===== config.mk =====
export PLATFORM = sky130hd
export DESIGN_NAME = generational_handle_table_core
export DESIGN_NICKNAME = d
export VERILOG_FILES = /design/src/design/ght_pkg.sv /design/src/design/ght_slot_mem.sv /design/src/design/ght_ctrl.sv /design/src/design/generational_handle_table_core.sv
export SDC_FILE = /design/constraint.sdc
export NUM_CORES = 2
export LEC_CHECK = 0
export BUFFER_PORTS_ARGS = -buffer_cell sky130_fd_sc_hd__buf_2
export CAP_MARGIN = 25
export CELL_PAD_IN_SITES_DETAIL_PLACEMENT = 0
export CELL_PAD_IN_SITES_GLOBAL_PLACEMENT = 1
export CORE_ASPECT_RATIO = 1.75
export CORE_MARGIN = 2
export CORE_UTILIZATION = 46
export DETAILED_ROUTE_END_ITERATION = 8
export PLACE_DENSITY_LB_ADDON = 0.1
export SYNTH_ARGS = -nofsm -noshare
export SYNTH_HDL_FRONTEND = slang
export SYNTH_HIERARCHICAL = 1
export SYNTH_SLANG_ARGS = --single-unit

===== constraint.sdc =====
create_clock -name clk -period 13.1 [get_ports clk]
set_clock_uncertainty 0.05 [all_clocks]
set_input_delay 2.62 -clock clk [delete_from_list [all_inputs] [get_ports clk]]
set_output_delay 2.62 -clock clk [all_outputs]
set_load 0.01 [all_outputs]

===== src/design/ght_pkg.sv =====
// Shared types and constants for the generational handle table.
// Depends on nothing; imported by ght_slot_mem, ght_ctrl and the top level.
package ght_pkg;

  // Default number of slots in the table.
  localparam int SLOT_COUNT_DEF = 16;

  // Largest generation before it wraps back to one.
  localparam logic [23:0] GEN_MAX = 24'hFF_FFFF;

  // Request codes.
  typedef enum logic [2:0] {
    OP_ALLOC          = 3'd0,
    OP_LOOKUP         = 3'd1,
    OP_RELEASE        = 3'd2,
    OP_SET_SLOT_ERR   = 3'd3,
    OP_SET_GLOBAL_ERR = 3'd4
  } ght_op_t;

  // Sequencer states.
  typedef enum logic [3:0] {
    S_IDLE  = 4'b0001,
    S_SCAN  = 4'b0010,
    S_CHECK = 4'b0100,
    S_DONE  = 4'b1000
  } ght_state_t;

  // Commands from the sequencer to the slot store.
  typedef struct packed {
    logic        we_handle;
    logic        we_err;
    logic        set_used;
    logic        clr_used;
    logic [7:0]  wr_slot;
    logic [31:0] wr_handle;
    logic [31:0] wr_err;
    logic [7:0]  rd_slot;
    logic [7:0]  scan_slot;
  } ght_mem_cmd_t;

  // Answers from the slot store.
  typedef struct packed {
    logic        scan_used;
    logic [31:0] rd_handle;
    logic [31:0] rd_err;
  } ght_mem_rsp_t;

  // One finished result, without the global error.
  typedef struct packed {
    logic        ok;
    logic [31:0] handle;
    logic [7:0]  slot;
    logic [31:0] serr;
  } ght_res_t;

endpackage


===== src/design/ght_slot_mem.sv =====
// Slot store: handle and sticky error memories plus per-slot used bits.
// Depends on ght_pkg for the command and response structs.
module ght_slot_mem import ght_pkg::*; #(
  parameter int SLOT_COUNT = SLOT_COUNT_DEF
) (
  input  logic         clk,
  input  logic         rst_n,
  input  ght_mem_cmd_t cmd,
  output ght_mem_rsp_t rsp
);

  localparam int IDX_W = (SLOT_COUNT > 1) ? $clog2(SLOT_COUNT) : 1;

  logic [31:0]           handle_mem [SLOT_COUNT];
  logic [31:0]           err_mem    [SLOT_COUNT];
  logic [SLOT_COUNT-1:0] used_r;
  logic [31:0]           rd_handle_r;
  logic [31:0]           rd_err_r;
  logic                  rd_used_r;

  // Used bits: a slot that is not in use reads as free with no error.
  always_ff @(posedge clk) begin
    if (!rst_n) begin
      used_r <= '0;
    end else if (cmd.set_used) begin
      used_r[cmd.wr_slot[IDX_W-1:0]] <= 1'b1;
    end else if (cmd.clr_used) begin
      used_r[cmd.wr_slot[IDX_W-1:0]] <= 1'b0;
    end
  end

  // Memory writes and registered reads.
  always_ff @(posedge clk) begin
    if (cmd.we_handle) begin
      handle_mem[cmd.wr_slot[IDX_W-1:0]] <= cmd.wr_handle;
    end
    if (cmd.we_err) begin
      err_mem[cmd.wr_slot[IDX_W-1:0]] <= cmd.wr_err;
    end
    rd_handle_r <= handle_mem[cmd.rd_slot[IDX_W-1:0]];
    rd_err_r    <= err_mem[cmd.rd_slot[IDX_W-1:0]];
    rd_used_r   <= used_r[cmd.rd_slot[IDX_W-1:0]];
  end

  // Free-slot check for the allocation scan and masked read data.
  always_comb begin
    rsp.scan_used = used_r[cmd.scan_slot[IDX_W-1:0]];
    rsp.rd_handle = rd_used_r ? rd_handle_r : 32'd0;
    rsp.rd_err    = rd_used_r ? rd_err_r : 32'd0;
  end

endmodule


===== src/design/ght_ctrl.sv =====
// Sequencer of the handle table: slot scan, handle check, generation and
// global error registers. Depends on ght_pkg and drives ght_slot_mem.
module ght_ctrl import ght_pkg::*; #(
  parameter int SLOT_COUNT = SLOT_COUNT_DEF
) (
  input  logic                clk,
  input  logic                rst_n,
  input  logic                in_valid,
  output logic                in_stall,
  input  logic [2:0]          in_opcode,
  input  logic [31:0]         in_handle,
  input  logic signed [31:0]  in_error_code,
  output ght_mem_cmd_t        mem_cmd,
  input  ght_mem_rsp_t        mem_rsp,
  input  logic                res_take,
  output logic                res_done,
  output ght_res_t            res,
  output logic signed [31:0]  global_err
);

  localparam logic [7:0] SLOT_MAX  = 8'(SLOT_COUNT);
  localparam logic [7:0] SLOT_LAST = 8'(SLOT_COUNT - 1);

  ght_state_t  state_r, state_nxt;
  logic [2:0]  op_r, op_nxt;
  logic [31:0] h_r, h_nxt;
  logic [31:0] err_r, err_nxt;
  logic [7:0]  idx_r, idx_nxt;
  logic [23:0] gen_r, gen_nxt;
  logic [31:0] gerr_r, gerr_nxt;
  ght_res_t    res_r, res_nxt;
  logic [7:0]  in_slot_num;
  logic [23:0] gen_step;
  logic [7:0]  chk_slot;
  logic [31:0] sticky_err;

  assign in_slot_num = in_handle[7:0];
  assign gen_step    = (gen_r == GEN_MAX) ? 24'd1 : gen_r + 24'd1;
  assign chk_slot    = h_r[7:0] - 8'd1;
  // An OK value never replaces an earlier failure.
  assign sticky_err  = (err_r == 32'd0 && mem_rsp.rd_err != 32'd0) ? mem_rsp.rd_err : err_r;

  // Next-state logic of the sequencer.
  always_comb begin
    state_nxt = state_r;
    op_nxt    = op_r;
    h_nxt     = h_r;
    err_nxt   = err_r;
    idx_nxt   = idx_r;
    gen_nxt   = gen_r;
    gerr_nxt  = gerr_r;
    res_nxt   = res_r;
    mem_cmd           = '0;
    mem_cmd.wr_slot   = idx_r;
    mem_cmd.rd_slot   = in_slot_num - 8'd1;
    mem_cmd.scan_slot = idx_r;
    unique case (state_r)
      S_IDLE: begin
        if (in_valid) begin
          op_nxt  = in_opcode;
          h_nxt   = in_handle;
          err_nxt = in_error_code;
          idx_nxt = 8'd0;
          res_nxt = '0;
          unique case (in_opcode) inside
            OP_ALLOC: begin
              state_nxt = S_SCAN;
            end
            OP_LOOKUP, OP_RELEASE, OP_SET_SLOT_ERR: begin
              if (in_slot_num == 8'd0 || in_slot_num > SLOT_MAX) begin
                state_nxt = S_DONE;
              end else begin
                state_nxt = S_CHECK;
              end
            end
            OP_SET_GLOBAL_ERR: begin
              gerr_nxt   = in_error_code;
              res_nxt.ok = 1'b1;
              state_nxt  = S_DONE;
            end
            default: begin
              state_nxt = S_DONE;
            end
          endcase
        end
      end
      S_SCAN: begin
        // One slot per cycle; the first free one is taken.
        if (!mem_rsp.scan_used) begin
          gen_nxt            = gen_step;
          mem_cmd.we_handle  = 1'b1;
          mem_cmd.we_err     = 1'b1;
          mem_cmd.set_used   = 1'b1;
          mem_cmd.wr_handle  = {gen_step, idx_r + 8'd1};
          mem_cmd.wr_err     = 32'd0;
          res_nxt.ok         = 1'b1;
          res_nxt.handle     = {gen_step, idx_r + 8'd1};
          res_nxt.slot       = idx_r;
          res_nxt.serr       = 32'd0;
          state_nxt          = S_DONE;
        end else if (idx_r == SLOT_LAST) begin
          state_nxt = S_DONE;
        end else begin
          idx_nxt = idx_r + 8'd1;
        end
      end
      S_CHECK: begin
        // The stored handle must match exactly, so stale handles fail.
        mem_cmd.wr_slot = chk_slot;
        if (mem_rsp.rd_handle == h_r) begin
          res_nxt.ok     = 1'b1;
          res_nxt.handle = h_r;
          res_nxt.slot   = chk_slot;
          case (op_r)
            OP_RELEASE: begin
              mem_cmd.clr_used = 1'b1;
              res_nxt.serr     = 32'd0;
            end
            OP_SET_SLOT_ERR: begin
              mem_cmd.we_err = 1'b1;
              mem_cmd.wr_err = sticky_err;
              res_nxt.serr   = sticky_err;
            end
            default: begin
              res_nxt.serr = mem_rsp.rd_err;
            end
          endcase
        end
        state_nxt = S_DONE;
      end
      S_DONE: begin
        if (res_take) begin
          state_nxt = S_IDLE;
        end
      end
      default: begin
        state_nxt = S_IDLE;
      end
    endcase
  end

  // Control and table state.
  always_ff @(posedge clk) begin
    if (!rst_n) begin
      state_r <= S_IDLE;
      gen_r   <= 24'd0;
      gerr_r  <= 32'd0;
    end else begin
      state_r <= state_nxt;
      gen_r   <= gen_nxt;
      gerr_r  <= gerr_nxt;
    end
  end

  // Request and result payload.
  always_ff @(posedge clk) begin
    op_r  <= op_nxt;
    h_r   <= h_nxt;
    err_r <= err_nxt;
    idx_r <= idx_nxt;
    res_r <= res_nxt;
  end

  assign in_stall   = (state_r != S_IDLE);
  assign res_done   = (state_r == S_DONE);
  assign res        = res_r;
  assign global_err = gerr_r;

endmodule


===== src/design/generational_handle_table_core.sv =====
// Generational handle table. A request is taken only while the block is idle.
// Allocate scans the slots one per cycle through the free-slot check and
// stops at the first free slot or at the last one; lookup, release and set
// slot error do one memory read and one compare, which are skipped when the
// slot number in the handle is zero or past the table, and set global error
// or an unused code goes straight to the result. The result sits in an output
// register, so the next request is accepted while a finished result still
// waits to be taken.
// Depends on ght_pkg, ght_ctrl and ght_slot_mem.
module generational_handle_table_core import ght_pkg::*; #(
  parameter int SLOT_COUNT = SLOT_COUNT_DEF
) (
  input  logic               clk,
  input  logic               rst_n,
  input  logic               in_valid,
  output logic               in_stall,
  input  logic [2:0]         in_opcode,
  input  logic [31:0]        in_handle,
  input  logic signed [31:0] in_error_code,
  output logic               out_valid,
  input  logic               out_stall,
  output logic               out_ok,
  output logic [31:0]        out_handle_out,
  output logic [7:0]         out_slot_number,
  output logic signed [31:0] out_slot_error,
  output logic signed [31:0] out_global_error
);

  ght_mem_cmd_t       mem_cmd;
  ght_mem_rsp_t       mem_rsp;
  ght_res_t           res;
  logic               res_done;
  logic               res_take;
  logic signed [31:0] global_err;
  logic               out_valid_r;
  ght_res_t           out_res_r;
  logic signed [31:0] out_gerr_r;

  ght_ctrl #(.SLOT_COUNT(SLOT_COUNT)) u_ctrl (
    .clk           (clk),
    .rst_n         (rst_n),
    .in_valid      (in_valid),
    .in_stall      (in_stall),
    .in_opcode     (in_opcode),
    .in_handle     (in_handle),
    .in_error_code (in_error_code),
    .mem_cmd       (mem_cmd),
    .mem_rsp       (mem_rsp),
    .res_take      (res_take),
    .res_done      (res_done),
    .res           (res),
    .global_err    (global_err)
  );

  ght_slot_mem #(.SLOT_COUNT(SLOT_COUNT)) u_mem (
    .clk   (clk),
    .rst_n (rst_n),
    .cmd   (mem_cmd),
    .rsp   (mem_rsp)
  );

  // The output register takes a result whenever it is empty or being drained.
  assign res_take = res_done && (!out_valid_r || !out_stall);

  always_ff @(posedge clk) begin
    if (!rst_n) begin
      out_valid_r <= 1'b0;
    end else begin
      out_valid_r <= res_take || (out_valid_r && out_stall);
    end
  end

  always_ff @(posedge clk) begin
    if (res_take) begin
      out_res_r  <= res;
      out_gerr_r <= global_err;
    end
  end

  assign out_valid        = out_valid_r;
  assign out_ok           = out_res_r.ok;
  assign out_handle_out   = out_res_r.handle;
  assign out_slot_number  = out_res_r.slot;
  assign out_slot_error   = out_res_r.serr;
  assign out_global_error = out_gerr_r;

endmodule


== Word level (Yosys, flattened, before mapping) ==
Memories as Yosys holds them, arrays and structs flattened. A register that Yosys moved wholly into a read port is not among the register bits.
Index checks and enable logic that the tools add are counted.

* Bits in registers: 331
* RAM bits: 1024
* Bits of input ports: 71
* Output and inout bits: 107
* Word-level logic and storage cells: 125
* Memories: 2

* $add $sub $neg: 4
* Magnitude comparators: 5
* Equality and inequality tests: 21
* Muxes and demuxes: 47
* Bitwise logic cells: 4
* Reduce and logical (&&, ||, !) cells: 23

{| class="wikitable"
|+ Memory list
! memory !! depth !! bits a word !! rd ports !! clocked after Yosys merged registers in !! write ports !! line !! RTL
|-
| u_mem.err_mem || 16 || 32 || 1 || 1 || 1 || ght_slot_mem.sv:15 || <nowiki>logic [31:0] err_mem [SLOT_COUNT];</nowiki>
|-
| u_mem.handle_mem || 16 || 32 || 1 || 1 || 1 || ght_slot_mem.sv:14 || <nowiki>logic [31:0] handle_mem [SLOT_COUNT];</nowiki>
|}

{| class="wikitable"
|+ Operator list
! operator !! number
|-
| 73-bit two-way mux || 3
|-
| 73-bit one-hot mux with 3 select lines || 1
|-
| 32-bit two-way mux || 6
|-
| 32-bit one-hot mux with 2 select lines || 2
|-
| 64-bit two-way mux || 1
|-
| 32-bit equality test || 1
|-
| 32-bit zero test || 1
|-
| 16-bit two-way mux || 2
|-
| 32-bit nonzero test || 1
|-
| 24-bit by 1-bit adder with 24-bit output, second input constant || 1
|-
| 24-bit equality test, second input constant || 1
|-
| 24-bit two-way mux || 1
|-
| 8-bit two-way mux || 3
|-
| 4-bit two-way mux || 5
|-
| 16-bit bitwise AND || 1
|-
| 16-bit NOT || 1
|-
| 16-bit OR || 1
|-
| 4-bit one-hot mux with 4 select lines || 1
|-
| 8-bit one-hot mux with 2 select lines || 1
|-
| 4-bit by 5-bit less-than comparator with 1-bit output, second input constant || 3
|-
| 1-bit two-way mux || 14
|-
| 3-bit by 2-bit equality test with 1-bit output, second input constant || 4
|-
| 9-bit two-way mux || 1
|-
| 8-bit by 1-bit adder with 8-bit output, second input constant || 1
|-
| 32 further kinds || 47
|}

== Longest topological paths before layout ==
* Depth after elaboration: 12
* Gate-level depth with buffers: 11
* Mapped depth without buffers: 8

== Modules after synthesis ==
The synthesis kept the hierarchy.

{| class="wikitable"
|+ Modules (own cells, without submodules)
! module !! times used !! cells each !! area an instance (µm²)
|-
| ght_slot_mem || 1 || 1834 || 41264.6
|-
| ght_ctrl || 1 || 967 || 9730.6
|-
| generational_handle_table_core || 1 || 109 || 3191.8
|}

== Least setup slack after synthesis ==
OpenSTA, ideal clock, no wires.

* Path kind: input to register
* Start: input port out_stall
* End: register out_gerr_r[0] (netlist: out_global_error[0]) (enable)
* Library setup time: 732 ps
* Arrival: 10243 ps
* Data required time: 12318 ps
* Path slack: 2075 ps
* Stages on the path: 1
* Cell sequence: a21boi_0

* Word-level cells in the longest chain between the ends: 3

{| class="wikitable"
|+ Ends and longest elaborated chain
! item !! line !! RTL
|-
| start: declaration || generational_handle_table_core.sv:21 || <nowiki>input logic out_stall,</nowiki>
|-
| 1-bit zero test || generational_handle_table_core.sv:63 || <nowiki>assign res_take = res_done && (!out_valid_r || !out_stall);</nowiki>
|-
| 1-bit logical OR || generational_handle_table_core.sv:63 ||
|-
| 1-bit logical AND || generational_handle_table_core.sv:63 ||
|-
| end signal: assignment || generational_handle_table_core.sv:76 || <nowiki>out_gerr_r <= global_err;</nowiki>
|-
| end: declaration || generational_handle_table_core.sv:37 || <nowiki>logic signed [31:0] out_gerr_r;</nowiki>
|}

No other way between the ends.
A chain may end at the register's enable or synchronous reset.

==> summary.txt <==
Clock tree
  • Clock root buffer: clkbuf_16
  • CTS max path bufs: 3
  • CTS tree: yes
  • Clk_lat worst skew: roughly 0.75 ns
  • Hold Buf Count CTS: 0
  • Total CTS buffers: 132
  • Post-CTS setup buffer count: 0
  • Post-cts resize count: 0
  • Clock sinks: between 1000 and 1500
  • CTS HTree Levels: 4
  • Worst-path clk slew: 0.06 ns

Placed design
  • Gpl congestion: between 0.8 and 0.9
  • Cells after DPL: 4506
  • Port-buffer cells: roughly 180
  • Setup Slack @ Placement: 6.159 ns
  • DP Wirelength: between 80000 and 90000 um

Timing
  • Setup slack after layout: between 6 and 7 ns
  • RSZ-0062 raised after global routing: no
  • Slew Viols, Final: 0
  • Max frequency: about 160 MHz
  • Least-Margin Pin Slew: approximately 1.1 ns
  • Min cycle time layout: just over 6 ns
  • Count of final hold-check violations: 0
  • Period utilization: between 40% and 50%
  • Slew Limit Headroom: about 25%
  • Setup TNS: 0 ns
  • Final setup violation count: 0

Final layout
  • Commonest non-fill, non-tap cells in the layout: edfxtp_1 (1277), mux4_2 (264), nand2_1 (239)
  • Nets: 3205
  • Commonest non-fill, non-tap cell in the layout: edfxtp_1
  • Area delta synth->final: 13.29%
  • Post-route insts no fill: ~4800
  • Share of cells above drive strength 1: between 20% and 30%

Floorplan
  • Die span in y: between 400 and 500 um
  • Starting Density: a little under half
  • Core area: approximately 120000 um2
  • Die width: 263.2 um
  • Die area: 120500 um2
  • I/O pins: 178
  • Row cnt: 166

Global route
  • Met3 global-route usage: 3.188%
  • Grt peak-use layer: met2
  • Total track usage: between 20% and 30%
  • Vias in the first global route: around 29000
  • First-pass GRT wire length: about 210000 um
  • Grt met2 use: a little under half
  • GRT overflow: 0
  • GR Util met1: 26.81%
  • Largest net degree at the start of global routing: 116
  • Initial antenna violation count: 7

Worst setup path
  • Critical path, cell by cell: buf_2 -> inv_8 -> ha_1 -> inv_8 -> buf_4 -> buf_4 -> mux4_2 -> a22oi_1 -> nand2_1
  • Crit end category: register
  • Startpoint types: input pin
  • Cell at the slowest stage of the critical path: buf_4
  • Kind of critical path: in2reg
  • CP max FO: 87
  • CP required: 13.68 ns
  • Buf/Inv on CP: 5
  • WP data arrival: 6.71 ns
  • CP peak stage delay: approximately 0.84 ns
  • CP top delay family: buffers and inverters

Routing
  • WL/cell: roughly 31 um
  • Drt first pass iters: 5
  • Iteration-0 DRC Markers: 2340
  • DRT Wirelength: roughly 150000 um
  • DR vias: between 20000 and 30000
  • # DRC: 0
  • Final ANT Viol Nets: 0
  • Via-to-Cell Ratio: 5.870

Hold path
  • Hold crit path type: reg2reg

Logic synthesis
  • Cell Area, Synth: between 50000 and 60000 um2
  • Synth warnings: 6
  • Mapped Cells: 2895
  • Syn_nets: about 3000
  • Avg Cell Area, Syn: between 15 and 20 um2

Power and ir drop
  • Peak supply drop: about 0.00014 V
  • Leakage: approximately 20 nW
  • Pwr per Cell Area: between 150 and 200 nW/um2

Flow run
  • Max Cap Viol: 0

Outcome
  • Status: completed
through the flow:
stage / util [%] / hold slack (ns) / power, W / instance area (um2)
CTS: 52.45 / 0.3684 / 0.009581 / 61220
global route: 52.50 / 0.3687 / 0.009771 / 61290
finish: 52.51 / 0.3685 / 0.009491 / 61290
detailed placement: 48.73 / 0.3545 / 0.005733 / 56880
floorplan: - / 0.3503 / 0.005502 / 54100
global placement: 48.64 / 0.3545 / 0.005726 / 56770
path summary, 6_finish.rpt:
check             cells after the start  slack [ns]                              end                startpoint
setup / recovery                      9        6.96       u_mem/rd_err_r[24]$_DFF_P_              in_handle[0]
hold reg to reg                       0        0.37     out_slot_error[17]$_DFFE_PP_  u_ctrl/res[17]$_DFFE_PP_
setup reg to reg                      9        8.52  u_mem/err_mem[13][21]$_DFFE_PP_   u_mem/rd_used_r$_DFF_P_
hold / removal                        0        0.37     out_slot_error[17]$_DFFE_PP_  u_ctrl/res[17]$_DFFE_PP_
worst register-to-register path, cell delays in order, from the launching register on:
cell and delay (ns):
dfxtp_4 0.90, and2_1 0.38, xnor2_1 0.21, nand4_1 0.15
nor4_1 0.77, nand3_1 0.14, buf_4 0.34, nand2_1 0.41
and2_2 0.23, buf_4 0.59
cell type report:
type	instances	area (um2)
diodes	19	47.55
clock inverters	59	593.1
multi-input cells	1304	12180
clock buffers	179	3750
inverters	12	60.06
repair buffers	261	1579
fillers	9360	55440
well taps	1512	1892
flip-flops and latches	1419	41190
per-layer routing:
layer,share of wire (%),wire (um),vias to the layer above
met5,0,0,-
met4,5.0,7392,0
met3,4.1,6059,239
li1,-,-,12000
met1,35,51420,14860
met2,56,81600,868
report_power, final:
group          switching, W  internal, W
sequential         0.000109      0.00506
combinational      0.000316     0.000143
clock               0.00164      0.00223
total               0.00206      0.00743
Note: power is estimated with default switching activity, not from simulation.
